## src/hw/rtl/median_outlier_sensor_voter_assert.svh

```systemverilog
// ----------------------------------------------------------------------------
// median outlier sensor voter assertion macros
// shared concurrent assertion forms, held off while reset is high
// ----------------------------------------------------------------------------
`ifndef MEDIAN_OUTLIER_SENSOR_VOTER_ASSERT_SVH
`define MEDIAN_OUTLIER_SENSOR_VOTER_ASSERT_SVH

// same-cycle implication
`define MOSV_ASSERT_IMPL(name, clk_s, rst_s, ante, cons) \
  name: assert property (@(posedge clk_s) disable iff (rst_s) (ante) |-> (cons)) \
    else $error("mosv assertion failed");

// next-cycle implication
`define MOSV_ASSERT_NEXT(name, clk_s, rst_s, ante, cons) \
  name: assert property (@(posedge clk_s) disable iff (rst_s) (ante) |=> (cons)) \
    else $error("mosv assertion failed");

`endif

```

## src/hw/rtl/mosv_pkg.sv

```systemverilog
// ----------------------------------------------------------------------------
// mosv_pkg
// shared types and constants of the median outlier sensor voter
// ----------------------------------------------------------------------------
`default_nettype none

package mosv_pkg;

  localparam int THRESH_W     = 16;
  localparam int LIMIT_W      = 3;
  localparam int CNT_W        = 3;
  localparam int COUNT_MAX    = 7;
  localparam int CFG_IDX_W    = 4;
  localparam int THRESH_RESET = 256;
  localparam int LIMIT_RESET  = 2;
  // quotient bits resolved per divider stage
  localparam int DIV_BITS     = 4;

  typedef enum logic [CFG_IDX_W-1:0] {
    REG_OUTLIER_THRESHOLD     = CFG_IDX_W'(0),
    REG_ALLOWED_OUTLIER_LIMIT = CFG_IDX_W'(1)
  } mosv_reg_t;

  typedef struct packed {
    logic             failure;
    logic [CNT_W-1:0] outlier_count;
  } mosv_status_t;

endpackage

`default_nettype wire

```

## src/hw/rtl/mosv_rank_lane.sv

```systemverilog
// ----------------------------------------------------------------------------
// mosv_rank_lane
// sort rank of one reading among all readings of an item, ties by position
// ----------------------------------------------------------------------------
`default_nettype none

module mosv_rank_lane #(
  parameter int N   = 5,
  parameter int RW  = 16,
  parameter int IDX = 0
) (
  input  logic [N-1:0][RW-1:0]    vals,
  output logic [$clog2(N)-1:0]    rank
);

  import mosv_pkg::*;

  always_comb begin
    rank = '0;
    for (int j = 0; j < N; j++) begin
      if (j != IDX) begin
        if ((vals[j] < vals[IDX]) || ((vals[j] == vals[IDX]) && (j < IDX))) begin
          rank = rank + 1'b1;
        end
      end
    end
  end

endmodule

`default_nettype wire

```

## src/hw/rtl/mosv_dev_lane.sv

```systemverilog
// ----------------------------------------------------------------------------
// mosv_dev_lane
// absolute deviation of one reading from the median, checked against threshold
// ----------------------------------------------------------------------------
`default_nettype none

module mosv_dev_lane #(
  parameter int RW = 16
) (
  input  logic [RW-1:0]                 value,
  input  logic [RW-1:0]                 median,
  input  logic [mosv_pkg::THRESH_W-1:0] threshold,
  output logic                          accept
);

  import mosv_pkg::*;

  localparam int CW = (RW > THRESH_W) ? RW : THRESH_W;

  logic [RW-1:0] dev;

  assign dev    = (value >= median) ? (value - median) : (median - value);
  // equal to threshold still passes
  assign accept = CW'(dev) <= CW'(threshold);

endmodule

`default_nettype wire

```

## src/hw/rtl/mosv_div_pipe.sv

```systemverilog
// ----------------------------------------------------------------------------
// mosv_div_pipe
// pipelined restoring divider for a small divisor, status rides along
// ----------------------------------------------------------------------------
`default_nettype none

`include "median_outlier_sensor_voter_assert.svh"

module mosv_div_pipe #(
  parameter int DIVIDEND_W = 19,
  parameter int DIVISOR_W  = 3,
  parameter int QUOT_W     = 16
) (
  input  logic                   clk,
  input  logic                   rst,
  input  logic                   in_valid,
  output logic                   in_ready,
  input  logic [DIVIDEND_W-1:0]  in_dividend,
  input  logic [DIVISOR_W-1:0]   in_divisor,
  input  mosv_pkg::mosv_status_t in_status,
  output logic                   out_valid,
  input  logic                   out_ready,
  output logic [QUOT_W-1:0]      quotient,
  output mosv_pkg::mosv_status_t out_status
);

  import mosv_pkg::*;

  localparam int STAGES = (DIVIDEND_W + DIV_BITS - 1) / DIV_BITS;
  localparam int PAD_W  = STAGES * DIV_BITS;

  logic [STAGES-1:0]    vld;
  logic [STAGES:0]      rdy;
  logic [PAD_W-1:0]     num [STAGES];
  logic [PAD_W-1:0]     quo [STAGES];
  logic [DIVISOR_W-1:0] rem [STAGES];
  logic [DIVISOR_W-1:0] dv  [STAGES];
  mosv_status_t         st  [STAGES];

  assign rdy[STAGES] = out_ready;

  for (genvar s = 0; s < STAGES; s++) begin : g_stage
    logic                 src_vld;
    logic [PAD_W-1:0]     src_num, src_quo, nxt_num, nxt_quo;
    logic [DIVISOR_W-1:0] src_rem, src_dv, nxt_rem;
    mosv_status_t         src_st;
    logic [DIVISOR_W:0]   part;
    logic                 qbit;

    if (s == 0) begin : g_head
      assign src_vld = in_valid;
      assign src_num = PAD_W'(in_dividend);
      assign src_quo = '0;
      assign src_rem = '0;
      assign src_dv  = in_divisor;
      assign src_st  = in_status;
    end else begin : g_body
      assign src_vld = vld[s-1];
      assign src_num = num[s-1];
      assign src_quo = quo[s-1];
      assign src_rem = rem[s-1];
      assign src_dv  = dv[s-1];
      assign src_st  = st[s-1];
    end

    // one quotient bit per step, msb first
    always_comb begin
      nxt_num = src_num;
      nxt_quo = src_quo;
      nxt_rem = src_rem;
      part    = '0;
      qbit    = 1'b0;
      for (int k = 0; k < DIV_BITS; k++) begin
        part    = {nxt_rem, nxt_num[PAD_W-1]};
        nxt_num = {nxt_num[PAD_W-2:0], 1'b0};
        qbit    = part >= {1'b0, src_dv};
        if (qbit) begin
          part = part - {1'b0, src_dv};
        end
        nxt_quo = {nxt_quo[PAD_W-2:0], qbit};
        nxt_rem = part[DIVISOR_W-1:0];
      end
    end

    assign rdy[s] = !vld[s] || rdy[s+1];

    always_ff @(posedge clk) begin
      if (rst) begin
        vld[s] <= 1'b0;
      end else if (rdy[s]) begin
        vld[s] <= src_vld;
      end
    end

    always_ff @(posedge clk) begin
      if (rdy[s]) begin
        num[s] <= nxt_num;
        quo[s] <= nxt_quo;
        rem[s] <= nxt_rem;
        dv[s]  <= src_dv;
        st[s]  <= src_st;
      end
    end
  end

  assign in_ready   = rdy[0];
  assign out_valid  = vld[STAGES-1];
  assign quotient   = quo[STAGES-1][QUOT_W-1:0];
  assign out_status = st[STAGES-1];

  `MOSV_ASSERT_IMPL(a_divisor_nonzero, clk, rst, vld[0], dv[0] != '0)
  `MOSV_ASSERT_IMPL(a_rem_below_divisor, clk, rst, vld[STAGES-1], rem[STAGES-1] < dv[STAGES-1])
  `MOSV_ASSERT_NEXT(a_head_holds, clk, rst, vld[0] && !rdy[0], vld[0] && $stable(quo[0]))

endmodule

`default_nettype wire

```

## src/hw/rtl/median_outlier_sensor_voter.sv

```systemverilog
// ----------------------------------------------------------------------------
// median_outlier_sensor_voter
// median vote over redundant distance readings with outlier rejection
// ----------------------------------------------------------------------------
// usage
//   s_* : one item holds SENSOR_COUNT readings, unsigned 8.8, reading 0 lowest
//   m_* : one item per input item: fused distance, outlier count, failure flag
//   cfg : write port, index 0 outlier threshold, index 1 allowed outlier limit;
//         always ready, write only while no item is in flight
// throughput: one item per cycle while m_tready stays high
// structure: input capture, rank lanes, median pick, deviation lanes, pair sums
//   and total sum register stages, then the divider pipeline that forms the
//   mean, 4 quotient bits a stage, whose last stage is the output register
// stall: each stage moves on when its successor is empty or moving, so a
//   stalled receiver fills the empty stages first; s_tready drops only once
//   every stage holds an item, and nothing is lost or repeated
// reset: threshold back to 1.0 ft (256), limit back to 2, pipeline emptied
// ----------------------------------------------------------------------------
`default_nettype none

`include "median_outlier_sensor_voter_assert.svh"

module median_outlier_sensor_voter #(
  parameter int SENSOR_COUNT  = 5,
  parameter int READING_WIDTH = 16,
  localparam int IN_W  = ((SENSOR_COUNT * READING_WIDTH) + 7) / 8 * 8,
  localparam int OUT_W = ((READING_WIDTH + 4) + 7) / 8 * 8
) (
  input  logic                             clk,
  input  logic                             rst,
  input  logic                             s_tvalid,
  output logic                             s_tready,
  // reading_0, reading_1, ... each READING_WIDTH bits, zero pad on top
  input  logic [IN_W-1:0]                  s_tdata,
  output logic                             m_tvalid,
  input  logic                             m_tready,
  // fused_distance, outlier_count (3), failure (1), zero pad on top
  output logic [OUT_W-1:0]                 m_tdata,
  input  logic                             cfg_valid,
  output logic                             cfg_ready,
  input  logic [mosv_pkg::CFG_IDX_W-1:0]   cfg_index,
  input  logic [mosv_pkg::THRESH_W-1:0]    cfg_data
);

  import mosv_pkg::*;

  localparam int N      = SENSOR_COUNT;
  localparam int RW     = READING_WIDTH;
  localparam int RANK_W = $clog2(N);
  localparam int ACC_W  = $clog2(N + 1);
  localparam int SUM_W  = RW + $clog2(N);
  localparam int NP     = (N + 1) / 2;
  localparam int MID    = N / 2;
  localparam bit EVEN   = (N % 2) == 0;
  localparam int CMPW   = (ACC_W > CNT_W) ? ACC_W : CNT_W;

  // configuration registers
  logic [THRESH_W-1:0] outlier_threshold;
  logic [LIMIT_W-1:0]  allowed_outlier_limit;

  assign cfg_ready = 1'b1;

  always_ff @(posedge clk) begin
    if (rst) begin
      outlier_threshold     <= THRESH_W'(THRESH_RESET);
      allowed_outlier_limit <= LIMIT_W'(LIMIT_RESET);
    end else if (cfg_valid && cfg_ready) begin
      case (cfg_index)
        REG_OUTLIER_THRESHOLD:     outlier_threshold     <= cfg_data;
        REG_ALLOWED_OUTLIER_LIMIT: allowed_outlier_limit <= cfg_data[LIMIT_W-1:0];
        default: ;
      endcase
    end
  end

  // pipeline occupancy, stage k moves when it is empty or k+1 moves
  logic [5:0] vld;
  logic [6:0] rdy;
  logic       div_in_ready;

  assign rdy[6] = div_in_ready;
  for (genvar k = 0; k < 6; k++) begin : g_flow
    assign rdy[k] = !vld[k] || rdy[k+1];
  end

  assign s_tready = rdy[0];

  always_ff @(posedge clk) begin
    if (rst) begin
      vld <= '0;
    end else begin
      if (rdy[0]) vld[0] <= s_tvalid;
      for (int k = 1; k < 6; k++) begin
        if (rdy[k]) vld[k] <= vld[k-1];
      end
    end
  end

  // stage 0: input capture
  logic [N-1:0][RW-1:0] val0;

  always_ff @(posedge clk) begin
    if (rdy[0]) begin
      for (int i = 0; i < N; i++) begin
        val0[i] <= s_tdata[i*RW +: RW];
      end
    end
  end

  // stage 1: rank lanes
  logic [N-1:0][RW-1:0]     val1;
  logic [RANK_W-1:0]        rank_w [N];
  logic [RANK_W-1:0]        rank1  [N];

  for (genvar i = 0; i < N; i++) begin : g_rank
    mosv_rank_lane #(
      .N   (N),
      .RW  (RW),
      .IDX (i)
    ) u_rank (
      .vals (val0),
      .rank (rank_w[i])
    );
  end

  always_ff @(posedge clk) begin
    if (rdy[1]) begin
      val1 <= val0;
      for (int i = 0; i < N; i++) begin
        rank1[i] <= rank_w[i];
      end
    end
  end

  // stage 2: merge, pick the middle rank(s)
  logic [N-1:0]         sel_hi, sel_lo;
  logic [RW-1:0]        hi_val, lo_val, med_w;
  logic [RW:0]          mid_sum;
  logic [N-1:0][RW-1:0] val2;
  logic [RW-1:0]        med2;

  always_comb begin
    hi_val = '0;
    lo_val = '0;
    for (int i = 0; i < N; i++) begin
      sel_hi[i] = rank1[i] == RANK_W'(MID);
      sel_lo[i] = rank1[i] == RANK_W'(MID - 1);
      hi_val    = hi_val | (sel_hi[i] ? val1[i] : '0);
      lo_val    = lo_val | (sel_lo[i] ? val1[i] : '0);
    end
  end

  // even count: truncated mean of the two middle readings
  assign mid_sum = {1'b0, hi_val} + {1'b0, lo_val};
  assign med_w   = EVEN ? mid_sum[RW:1] : hi_val;

  always_ff @(posedge clk) begin
    if (rdy[2]) begin
      val2 <= val1;
      med2 <= med_w;
    end
  end

  // stage 3: deviation lanes
  logic [N-1:0]         acc_w;
  logic [N-1:0]         acc3;
  logic [N-1:0][RW-1:0] val3;

  for (genvar i = 0; i < N; i++) begin : g_dev
    mosv_dev_lane #(
      .RW (RW)
    ) u_dev (
      .value     (val2[i]),
      .median    (med2),
      .threshold (outlier_threshold),
      .accept    (acc_w[i])
    );
  end

  always_ff @(posedge clk) begin
    if (rdy[3]) begin
      val3 <= val2;
      acc3 <= acc_w;
    end
  end

  // stage 4: pair sums of accepted readings, counts and failure
  logic [RW:0]        psum_w [NP];
  logic [RW:0]        psum4  [NP];
  logic [ACC_W-1:0]   acc_cnt_w, acc_cnt4, raw_out;
  mosv_status_t       stat_w, stat4;

  for (genvar p = 0; p < NP; p++) begin : g_pair
    if (2 * p + 1 < N) begin : g_two
      assign psum_w[p] = {1'b0, (acc3[2*p] ? val3[2*p] : '0)}
                       + {1'b0, (acc3[2*p+1] ? val3[2*p+1] : '0)};
    end else begin : g_one
      assign psum_w[p] = {1'b0, (acc3[2*p] ? val3[2*p] : '0)};
    end
  end

  always_comb begin
    acc_cnt_w = '0;
    for (int i = 0; i < N; i++) begin
      acc_cnt_w = acc_cnt_w + ACC_W'(acc3[i]);
    end
  end

  assign raw_out = ACC_W'(N) - acc_cnt_w;

  // count saturates at seven when more than seven readings are rejected
  assign stat_w.outlier_count = (CMPW'(raw_out) > CMPW'(COUNT_MAX)) ?
                                CNT_W'(COUNT_MAX) : CNT_W'(raw_out);
  assign stat_w.failure = (CMPW'(raw_out) > CMPW'(allowed_outlier_limit)) ||
                          (acc_cnt_w == '0);

  always_ff @(posedge clk) begin
    if (rdy[4]) begin
      for (int p = 0; p < NP; p++) begin
        psum4[p] <= psum_w[p];
      end
      acc_cnt4 <= acc_cnt_w;
      stat4    <= stat_w;
    end
  end

  // stage 5: total sum, divisor forced to one when nothing survived
  logic [SUM_W-1:0] sum_w, sum5;
  logic [ACC_W-1:0] dv5;
  mosv_status_t     stat5;

  always_comb begin
    sum_w = '0;
    for (int p = 0; p < NP; p++) begin
      sum_w = sum_w + SUM_W'(psum4[p]);
    end
  end

  always_ff @(posedge clk) begin
    if (rdy[5]) begin
      sum5  <= sum_w;
      dv5   <= (acc_cnt4 == '0) ? ACC_W'(1) : acc_cnt4;
      stat5 <= stat4;
    end
  end

  // mean of accepted readings, also the output register
  logic [RW-1:0] fused_distance;
  mosv_status_t  out_stat;

  mosv_div_pipe #(
    .DIVIDEND_W (SUM_W),
    .DIVISOR_W  (ACC_W),
    .QUOT_W     (RW)
  ) u_div (
    .clk         (clk),
    .rst         (rst),
    .in_valid    (vld[5]),
    .in_ready    (div_in_ready),
    .in_dividend (sum5),
    .in_divisor  (dv5),
    .in_status   (stat5),
    .out_valid   (m_tvalid),
    .out_ready   (m_tready),
    .quotient    (fused_distance),
    .out_status  (out_stat)
  );

  assign m_tdata = OUT_W'({out_stat.failure, out_stat.outlier_count, fused_distance});

  `MOSV_ASSERT_IMPL(a_median_onehot, clk, rst, vld[1], $onehot(sel_hi))
  `MOSV_ASSERT_IMPL(a_none_accepted_fails, clk, rst, vld[4] && (acc_cnt4 == '0), stat4.failure)
  `MOSV_ASSERT_NEXT(a_sum_held, clk, rst, vld[5] && !div_in_ready, vld[5] && $stable(sum5))

endmodule

`default_nettype wire
```

## config.mk

```make
export PLATFORM = sky130hd
export DESIGN_NAME = median_outlier_sensor_voter
export DESIGN_NICKNAME = d
export VERILOG_FILES = /design/src/hw/rtl/mosv_pkg.sv /design/src/hw/rtl/mosv_rank_lane.sv /design/src/hw/rtl/mosv_dev_lane.sv /design/src/hw/rtl/mosv_div_pipe.sv /design/src/hw/rtl/median_outlier_sensor_voter.sv
export VERILOG_INCLUDE_DIRS = /design/src /design/src/hw/rtl
export SDC_FILE = /design/constraint.sdc
export NUM_CORES = 1
export LEC_CHECK = 0
export ABC_AREA = 1
export BUFFER_PORTS_ARGS = -buffer_cell sky130_fd_sc_hd__buf_2
export CAP_MARGIN = 20
export CELL_PAD_IN_SITES_DETAIL_PLACEMENT = 1
export CELL_PAD_IN_SITES_GLOBAL_PLACEMENT = 1
export CORE_MARGIN = 4
export CORE_UTILIZATION = 50
export CTS_BUF_LIST = sky130_fd_sc_hd__clkbuf_8
export DETAILED_ROUTE_END_ITERATION = 7
export GPL_ROUTABILITY_DRIVEN = 0
export PLACE_DENSITY_LB_ADDON = 0.1
export RECOVER_POWER = 25
export SYNTH_ARGS = -nofsm -noshare
export SYNTH_HDL_FRONTEND = slang
export SYNTH_HIERARCHICAL = 1
export SYNTH_SLANG_ARGS = --single-unit
```

## constraint.sdc

```tcl
create_clock -name clk -period 19.95 [get_ports clk]
set_input_delay 0.9975 -clock clk [delete_from_list [all_inputs] [get_ports clk]]
set_output_delay 0.9975 -clock clk [all_outputs]
set_load 0.01 [all_outputs]
```

==> metrics.csv, run 1 <==
metric,value,unit
outcome,"complete, no violations",
multi_input_area,24300,µm²
routed_wl,149,mm
cts_max_path_buffers,3,
yosysTopAreaCell,edfxtp_1,
timing.final.crit_share,31.0,%
cp.buffers_inverters,8,
dieArea,98000,µm²
cts_tree,built,
path_cells,inv_1 -> nor2_1 -> inv_1 -> buf_4 -> nor2_1 -> inv_1 -> nor2_1 -> inv_1 -> buf_4 -> nor2_1 -> nand2_1 -> inv_1 -> nand4_4 -> nor2_2 -> nand3_4 -> buf_2,
path_max_fanout,39,
cp_slowest_stage_delay,0.60,ns
required,18.95,ns
drt-initial-drc-count,2050,
yosysSeqAreaShare,37.6,%
die-width,313,µm
core_region_area,91900,µm²
seq_area,17500,µm²
io_buffers,126,
synth-async-reset-ratio,0,%
synthCells,5641,
critical_path_arrival,5.19,ns
drc,0,
grt_max_degree,80,
num_rows,111,
initial_core_util,50.6,%
crit_cells,16,
vias,38300,
dp_hpwl,121,mm
synth_area,46500,µm²
total_power,8.55,mW
hold_violations,0,
synthTopCellsByArea,"edfxtp_1, ha_1, nand2_1",
cts_resized,0,
drt_pass1_iterations,5,
die-height,313,µm
drive_gt1_share,8.47,%
dp.cells,6953,
numCtsBuffers,102,
synth.distinct_cells,59,
finalMaxSlewViolations,0,
rsz0062_at_grt,no,
yosys_warnings,6,
antenna_found_initial,1,
tns,0,ns
crit_end,s_tready,
path_class,reg2out,
grt_pass1_vias,40300,
clock_sinks,593,
avgSynthCellArea,8.25,µm²
clkTransAtPathRegs,0.07,ns
areaGrowthSynthToFinish,8.23,%
via_per_inst,5.36,
clock_latency,0.79,ns
max_freq,162,MHz
grt_pass1_wl,229,mm
critPathLaunch,u_div/out_valid,
nFillCells,11400,
crit_family,simple AND/OR/NAND/NOR gates,
timing.rr.start,u_div/out_valid,
tightest_slew,1.04,ns
worstSetupStartpointType,flip-flop,
hold_buffers,0,
fin_crit,6.19,ns
cp_slowest_cell,nand4_4,
grt_overflow,0,
grt.total_usage,30.5,%
drtAntennaViolNets,0,
ys.flop_type,edfxtp_1,
synth_top_area_share,36.3,%
cts_root_buf,clkbuf_8,
power_density,170,nW/µm²
io_pins,132,
r2r_cells,16,
cap_violations,0,
drt-wirelength-per-cell,20.9,µm
setup_viol,0,
leakagePower,26.1,nW
critPathCaptureType,output port,
synth_seq_cells,593,
peakVddDrop,0.121,mV
nNetsFinal,6642,
crit_top_cell,inv_1,
relSlewSlack,30.6,%
h-tree-depth,3,
layout.cells.non_filler,7145,
post_cts.repair.setup_buffers,0,
r2r_end,val2[0],
ff2ff_setup_slack,14.39,ns
holdCritPathClass,in2reg,
clock_skew,0.0517,ns
synth_edf_count,563,
[power breakdown]
part           internal (mW)  switching, mW  total [mW]
clock                  0.558          0.539        1.10
combinational           1.92           3.44        5.36
sequential              1.79          0.309        2.10
total                   4.27           4.28        8.55
[placed cells by master (no fill, tap or decap), types with 20 or more instances in the layout]
cell	Yosys	final
dfxtp_1	30	30
clkbuf_8	0	104
nor2_1	202	202
nand3_2	39	40
nand2_2	53	53
clkinv_1	5	23
ha_1	672	672
fa_1	49	49
xor2_1	61	61
buf_2	17	123
edfxtp_1	563	563
nand3b_1	21	21
nand2_1	1701	1700
nor3_1	24	24
nand2_4	20	21
o21ai_0	69	69
nand3_1	279	277
inv_2	20	20
a21oi_1	357	357
nand4_1	71	71
xnor2_1	44	44
o21ai_1	49	49
inv_1	1080	1109
[synthesized netlist by cell type (8+ instances only)]
library cell / instances
ha_1: 672
a21oi_2: 13
a21o_1: 8
fa_1: 49
buf_4: 18
nand2_1: 1701
clkbuf_1: 11
edfxtp_1: 563
nor2_2: 19
xor2_1: 61
nand4_1: 71
buf_6: 25
nand2_2: 53
o21bai_1: 16
o21a_1: 10
nor2_1: 202
nand3_2: 39
o21ai_1: 49
nand3_1: 279
nor2_4: 11
and2_1: 17
dfxtp_1: 30
o21ai_0: 69
nand3b_1: 21
nand3_4: 9
inv_1: 1080
xnor2_1: 44
a21oi_1: 357
nor3_2: 8
nor3_1: 24
inv_2: 20
buf_2: 17
nand2_4: 20
[cell families (layout without fill, tap and decap cells)]
group,Yosys count,in the layout,synth area share (%)
adders and majority gates,721,721,20.2
buffers and inverters,1181,1438,10.1
xor gates and xnor gates,105,105,1.98
DFF,593,593,37.6
AOI/OAI and AO/OA,541,541,6.33
and+or+nand+nor,2498,2498,23.7
other,2,6,0.0161
[stage by stage]
stage	worst slack [ns]	hold slack [ns]	utilization, %	cell area (µm²)
after floorplan	11.39	0.400	-	46500
after global placement	13.40	0.402	52.5	48300
after detailed placement	13.11	0.406	52.5	48300
after CTS	13.20	0.307	54.7	50300
after global routing	13.29	0.339	54.8	50300
final	13.76	0.376	54.8	50300
[cell type report]
class | count | area share (%)
antenna | 1 | 0.00497
sequential | 593 | 34.8
timing repair buffer | 142 | 1.56
inverter | 1107 | 8.26
multi-input combinational | 3870 | 48.3
clock inverter | 85 | 1.12
clock buffer | 104 | 2.84
tap | 1243 | 3.09
[routing by layer]
layer,track usage [%],wire (µm),vias to the layer above
li1,-,-,18500
met1,36.1,60100,18600
met2,55.9,76300,802
met3,3.48,5530,306
met4,12.8,7140,0
met5,0,0,-
[registers in the layout, summed over array words and instances (netlist names)]
register / count
sum5: 19
stat4: 4
dv5: 3
u_div/num: 40
rank1: 15
u_div/rem: 12
allowed_outlier_limit: 3
stat5: 4
u_div/out_valid: 1
u_div/dv: 12
val1: 80
val0: 80
u_div/quo: 40
outlier_threshold: 16
vld: 6
med2: 16
u_div/g_stage.src_vld: 4
acc_cnt4: 3
val3: 80
u_div/st: 20
val2: 80
acc3: 5
psum4: 50
[worst min path at each step]
stage	start	to	slack (ns)	cells after the start
floorplan	stat4[0]	stat5[0]	0.40	0
global placement	sum5[7]	u_div/num[0][7]	0.40	0
detailed placement	u_div/num[0][35]	u_div/num[0][51]	0.41	0
CTS	s_tdata[10]	val0[10]	0.31	1
global route	s_tdata[10]	val0[10]	0.34	1
finish	s_tdata[10]	val0[10]	0.38	1
Power figures use the tool's default switching activity.
==> inputs of run 2 (changes only) <==
--- a/config.mk
+++ b/config.mk
@@ -12,7 +12,7 @@
 export CELL_PAD_IN_SITES_DETAIL_PLACEMENT = 1
 export CELL_PAD_IN_SITES_GLOBAL_PLACEMENT = 1
 export CORE_MARGIN = 4
-export CORE_UTILIZATION = 50
+export CORE_UTILIZATION = 45
 export CTS_BUF_LIST = sky130_fd_sc_hd__clkbuf_8
 export DETAILED_ROUTE_END_ITERATION = 7
 export GPL_ROUTABILITY_DRIVEN = 0
==> constraint.sdc (replaced) <==
create_clock -name clk -period 5.3 [get_ports clk]
set_input_delay 0.265 -clock clk [delete_from_list [all_inputs] [get_ports clk]]
set_output_delay 0.265 -clock clk [all_outputs]
set_load 0.01 [all_outputs]
==> run 2 against run 1 <==
  * Clock-buffer cell count is 1 higher
  * Critical path depth increased by 14
  * Flip-flop and latch count is the same
  * Wire length up 0.82%
  * Largest power group unchanged
  * Hold slack got worse by 0.27 ns
  * Core utilization decreased by 4.0 points
  * Combinational power grew to 3.9 times the previous value
==> metrics.csv, run 2 (same netlist as run 1, synthesis figures left out) <==
metric,value,unit,change
tightest_slew,0.991,ns,-0.0485 ns
drt-wirelength-per-cell,20.3,µm,-2.7%
setup_viol,0,,unchanged
seq_area,17500,µm²,about the same
critical_path_arrival,5.46,ns,+0.27 ns
clkTransAtPathRegs,0.06,ns,about the same
io_pins,132,,unchanged
drt-initial-drc-count,1886,,-8.0%
drive_gt1_share,8.89,%,+0.41 points
crit_top_cell,nand2_1,,
cts_tree,built,,
io_buffers,126,,unchanged
path_max_fanout,7,,-82%
switching_share,49.7,%,-0.37 points
grt.total_usage,28.0,%,-2.4 points
nFillCells,12500,,+9.9%
drt_pass1_iterations,5,,unchanged
via_per_inst,5.15,,-3.8%
relSlewSlack,34.0,%,+3.3 points
fin_crit,4.96,ns,
peakVddDrop,0.692,mV,+470%
antenna_found_initial,3,,+2
clock_sinks,593,,unchanged
clock_power_share,12.5,%,-0.3 points
most-common-layout-cells,"nand2_1, inv_1, ha_1",,
power_switching,16.3,mW,+280%
dp_slack,-0.0538,ns,-13.16 ns
routed_wl,150,mm,+0.82%
cts_max_path_buffers,3,,unchanged
top_layer_used,met4,,
timing.final.crit_share,93.7,%,
hold-worst-slack,0.109,ns,-0.267 ns
num_rows,117,,+5.4%
power_density,631,nW/µm²,+270%
finalMaxSlewViolations,0,,unchanged
drtAntennaViolNets,0,,unchanged
core_region_area,102000,µm²,+11%
cp.buffers_inverters,5,,-3
dpl_cell_area,48700,µm²,+0.74%
dr_wl_met2,75.6,mm,-0.91%
vias,38100,,-0.34%
intPower,16.5,mW,+290%
critPathCaptureType,flip-flop,,
outcome,"complete, no violations",,
initial_core_util,45.5,%,-5.1 points
grt_pass1_wl,232,mm,+1.1%
areaGrowthSynthToFinish,11.6,%,
p_seq_share,24.0,%,-0.5 points
timing.final.ws_setup,0.335,ns,-13.43 ns
numCtsBuffers,102,,unchanged
cts_root_buf,clkbuf_8,,
dp_hpwl,120,mm,-0.57%
grt_pass1_vias,40500,,+0.36%
tns,0,ns,unchanged
leakagePower,26.7,nW,+2.0%
wl_met3,5.38,mm,-2.7%
path_class,reg2reg,,
hold_violations,0,,unchanged
clock_skew,0.0392,ns,-0.0124 ns
multi_input_area,24500,µm²,+0.64%
dieArea,109000,µm²,+11%
die-width,330,µm,+5.3%
clock_latency,0.78,ns,about the same
cp_slowest_stage_delay,0.44,ns,-0.16 ns
crit_family,adder cells,,
max_freq,201,MHz,
cap_violations,0,,unchanged
nNetsFinal,6777,,+2.0%
cp_slowest_cell,fa_1,,
holdCritPathClass,in2reg,,
grt_overflow,0,,unchanged
drc,0,,unchanged
final_cell_area,51900,µm²,+3.1%
grt_max_degree,69,,-14%
p_comb_share,63.5,%,+0.9 points
required,5.80,ns,-13.15 ns
final_common_cell,nand2_1,,
worstSetupStartpointType,flip-flop,,
die-height,330,µm,+5.3%
wl_met1,63.1,mm,+5.0%
h-tree-depth,3,,unchanged
[run 2: final timing paths]
path	from	to	slack (ns)	cells after the start
setup / recovery	u_div/num[0][15]	u_div/rem[0][5]	0.34	30
hold / removal	cfg_index[3]	outlier_threshold[10]	0.11	5
setup reg to reg	u_div/num[0][15]	u_div/rem[0][5]	0.34	30
hold reg to reg	u_div/num[0][23]	u_div/num[0][39]	0.42	0
[run 2: worst reg2reg max path, delay by kind of cell (launching register included)]
kind | cells | cell delay, ns
buffers and inverters | 5 | 0.41
and+or+nand+nor | 15 | 1.42
AOI/OAI and AO/OA | 5 | 0.70
DFF | 1 | 0.41
adders and majority gates | 5 | 1.79
[run 2: routing by layer]
metal / global-route usage [%] / vias to the layer above
met4: 10.3 / 0
li1: - / 18800
met2: 50.9 / 616
met3: 3.17 / 219
met5: 0 / -
met1: 34.2 / 18500
[run 2: stage by stage]
step	cells	utilization, %	power, mW
after floorplan	5644	-	22.7
after CTS	7391	50.7	32.4
after detailed placement	7092	47.6	28.0
after global placement	7091	47.6	26.9
after global routing	7401	50.8	36.1
final	7402	50.8	32.7
[run 2: timing repair]
| item | CTS | global route |
|---|---|---|
| gates cloned | 0 | 0 |
| pin swaps | 0 | 7 |
| hold buffers | 115 | 0 |
| setup endpoints to repair | 3 | 16 |
| buffers inserted | 0 | 8 |
| endpoints found under the hold margin | 103 | 0 |
| gates resized for setup | 1 | 25 |
[run 2: layout make-up]
| class | instances | share of cell area [%] |
|---|---|---|
| flip-flops and latches | 593 | 33.7 |
| multi-input cells | 3870 | 47.2 |
| diodes | 3 | 0.0145 |
| inverters | 1107 | 8.05 |
| repair buffers | 277 | 3.96 |
| clock inverters | 79 | 0.964 |
| clock buffers | 105 | 2.78 |
| well taps | 1368 | 3.30 |
[run 2: power by group through the flow]
stage               Clock [mW]  Combinational, mW  Sequential, mW
floorplan                    0               15.4            7.29
global placement             0               19.0            7.91
detailed placement           0               20.0            7.96
CTS                       4.23               20.3            7.87
global route              4.44               23.8            7.93
finish                    4.09               20.8            7.85
==> inputs of run 3 (changes only) <==
--- a/config.mk
+++ b/config.mk
@@ -12,10 +12,9 @@
 export CELL_PAD_IN_SITES_DETAIL_PLACEMENT = 1
 export CELL_PAD_IN_SITES_GLOBAL_PLACEMENT = 1
 export CORE_MARGIN = 4
-export CORE_UTILIZATION = 45
+export CORE_UTILIZATION = 25
 export CTS_BUF_LIST = sky130_fd_sc_hd__clkbuf_8
 export DETAILED_ROUTE_END_ITERATION = 7
-export GPL_ROUTABILITY_DRIVEN = 0
 export PLACE_DENSITY_LB_ADDON = 0.1
 export RECOVER_POWER = 25
 export SYNTH_ARGS = -nofsm -noshare
==> run 3 against run 2 <==
  * Non-clock buffer count up 67
  * First-iteration DRC count is 27% lower
  * Die area is 78% higher
  * Largest power group unchanged
  * Flip-flop and latch count did not move
  * Sequential power about the same
  * Combinational power is 2% lower
  * Sequential share of layout area fell by 1.5 points
==> metrics.csv, run 3 (same netlist as run 1, synthesis figures left out) <==
metric,value,unit,change
critical_path_arrival,5.46,ns,about the same
cts_max_path_buffers,3,,unchanged
most-common-layout-cells,"nand2_1, inv_1, ha_1",,
via_per_inst,4.34,,-16%
grt_overflow,0,,unchanged
max_freq,205,MHz,+2.0%
grt_max_degree,97,,+41%
drt-wirelength-per-cell,19.6,µm,-3.5%
tightest_slew,1.07,ns,+0.0762 ns
timing.final.crit_share,91.8,%,-1.8 points
grt_pass1_wl,252,mm,+8.7%
antenna_found_initial,8,,+5
finalMaxSlewViolations,0,,unchanged
nFillCells,22100,,+77%
clock_sinks,593,,unchanged
cts_root_buf,clkbuf_8,,
io_pins,132,,unchanged
leakagePower,27.2,nW,+1.9%
initial_core_util,25.1,%,-20 points
grt.total_usage,17.5,%,-10 points
finalWeightedCongestion,0.825,,
fin_crit,4.87,ns,-0.0967 ns
drt_pass1_iterations,5,,unchanged
power_density,609,nW/µm²,-3.5%
drive_gt1_share,9.13,%,+0.24 points
hold_violations,0,,unchanged
clock_skew,0.0368,ns,-0.00244 ns
drt-initial-drc-count,1373,,-27%
routed_wl,169,mm,+12%
numCtsBuffers,116,,+14%
die-height,439,µm,+33%
total_power,33.0,mW,+0.85%
required,5.89,ns,+0.09 ns
areaGrowthSynthToFinish,16.6,%,
cts_tree,built,,
cap_violations,0,,unchanged
dieArea,193000,µm²,+78%
die-width,439,µm,+33%
drtAntennaViolNets,0,,unchanged
path_max_fanout,7,,unchanged
cp_slowest_stage_delay,0.43,ns,about the same
peakVddDrop,0.550,mV,-20%
cp_slowest_cell,fa_1,,
critPathCaptureType,flip-flop,,
drc,0,,unchanged
vias,37400,,-2.0%
crit_top_cell,nand2_1,,
relSlewSlack,28.9,%,-5.1 points
io_buffers,126,,unchanged
outcome,"complete, no violations",,
dp_hpwl,137,mm,+14%
setup_viol,0,,unchanged
final_common_cell,nand2_1,,
grt_pass1_vias,40000,,-1.1%
num_rows,158,,+35%
core_region_area,185000,µm²,+81%
nNetsFinal,6858,,+1.2%
final_util,29.3,%,-22 points
worstSetupStartpointType,flip-flop,,
rsz0062_at_grt,no,,
h-tree-depth,3,,unchanged
clock_latency,0.87,ns,+0.09 ns
holdCritPathClass,in2reg,,
clkTransAtPathRegs,0.06,ns,about the same
path_class,reg2reg,,
==> run 3: cell count changes in the layout (fill, tap and decap cells not counted), sizes merged <==
cell         change
buf             +10
bufinv           +4
clkbuf          +21
clkinv           +2
clkinvlp         -3
dlygate4sd3     +52
inv              +8
==> run 3: final cells by class <==
cell class / count / area, µm² / area share [%]
clock buffer: 121 / 1670 / 3.07
tap: 2480 / 3100 / 5.72
inverter: 1107 / 4180 / 7.70
clock inverter: 90 / 671 / 1.24
timing repair buffer: 344 / 2650 / 4.88
multi-input combinational: 3870 / 24500 / 45.1
antenna: 3 / 7.51 / 0.0138
sequential: 593 / 17500 / 32.3
==> run 3: per-stage QoR <==
stage / setup slack [ns] / hold slack (ns) / instances / cell area [µm²] / setup TNS [ns]
6_report: 0.432 / 0.0829 / 8608 / 54200 / 0
5_1_grt: 0.0155 / 0.0409 / 8608 / 54200 / 0
4_1_cts: 0.129 / 0.000385 / 8603 / 54200 / 0
3_5_place_dp: 0.154 / 0.405 / 8225 / 50200 / 0
3_3_place_gp: 0.200 / 0.401 / 8225 / 50200 / 0
2_1_floorplan: -0.576 / 0.327 / 5644 / 46600 / -80.79
==> run 3: where the power goes <==
group	switching (mW)	internal [mW]	leakage (nW)
combinational	12.9	7.51	19.6
sequential	1.14	6.74	6.24
clock	2.17	2.56	1.32
total	16.2	16.8	27.2
==> run 3: worst paths after layout <==
check	from	slack, ns	end	depth (start not counted)
max	u_div/num[0][27]	0.43	u_div/rem[0][7]	30
min	m_tready	0.08	u_div/out_valid	4
max reg2reg	u_div/num[0][27]	0.43	u_div/rem[0][7]	30
min reg2reg	stat4[2]	0.40	stat5[2]	0
==> run 3: what timing repair did <==
item / CTS / global route
hold endpoints to repair: 110 / 0
hold buffers: 167 / 0
buffers inserted: 0 / 2
setup endpoints to repair: 0 / 15
gates resized for setup: 0 / 13
==> run 3: routing by layer <==
layer / vias to the layer above / GRT usage (%) / routed length (µm)
li1: 19000 / - / -
met1: 17800 / 21.7 / 74900
met2: 413 / 31.4 / 83300
met3: 219 / 2.22 / 3990
met4: 0 / 6.01 / 6430
met5: - / 0 / 0
==> run 3: critical path, delay by kind of cell (launching register included) <==
family / cells / cell delay (ns)
flops: 1 / 0.35
buf+inv: 6 / 0.49
simple gates: 14 / 1.22
fa+ha+maj: 5 / 1.79
compound gates: 5 / 0.77
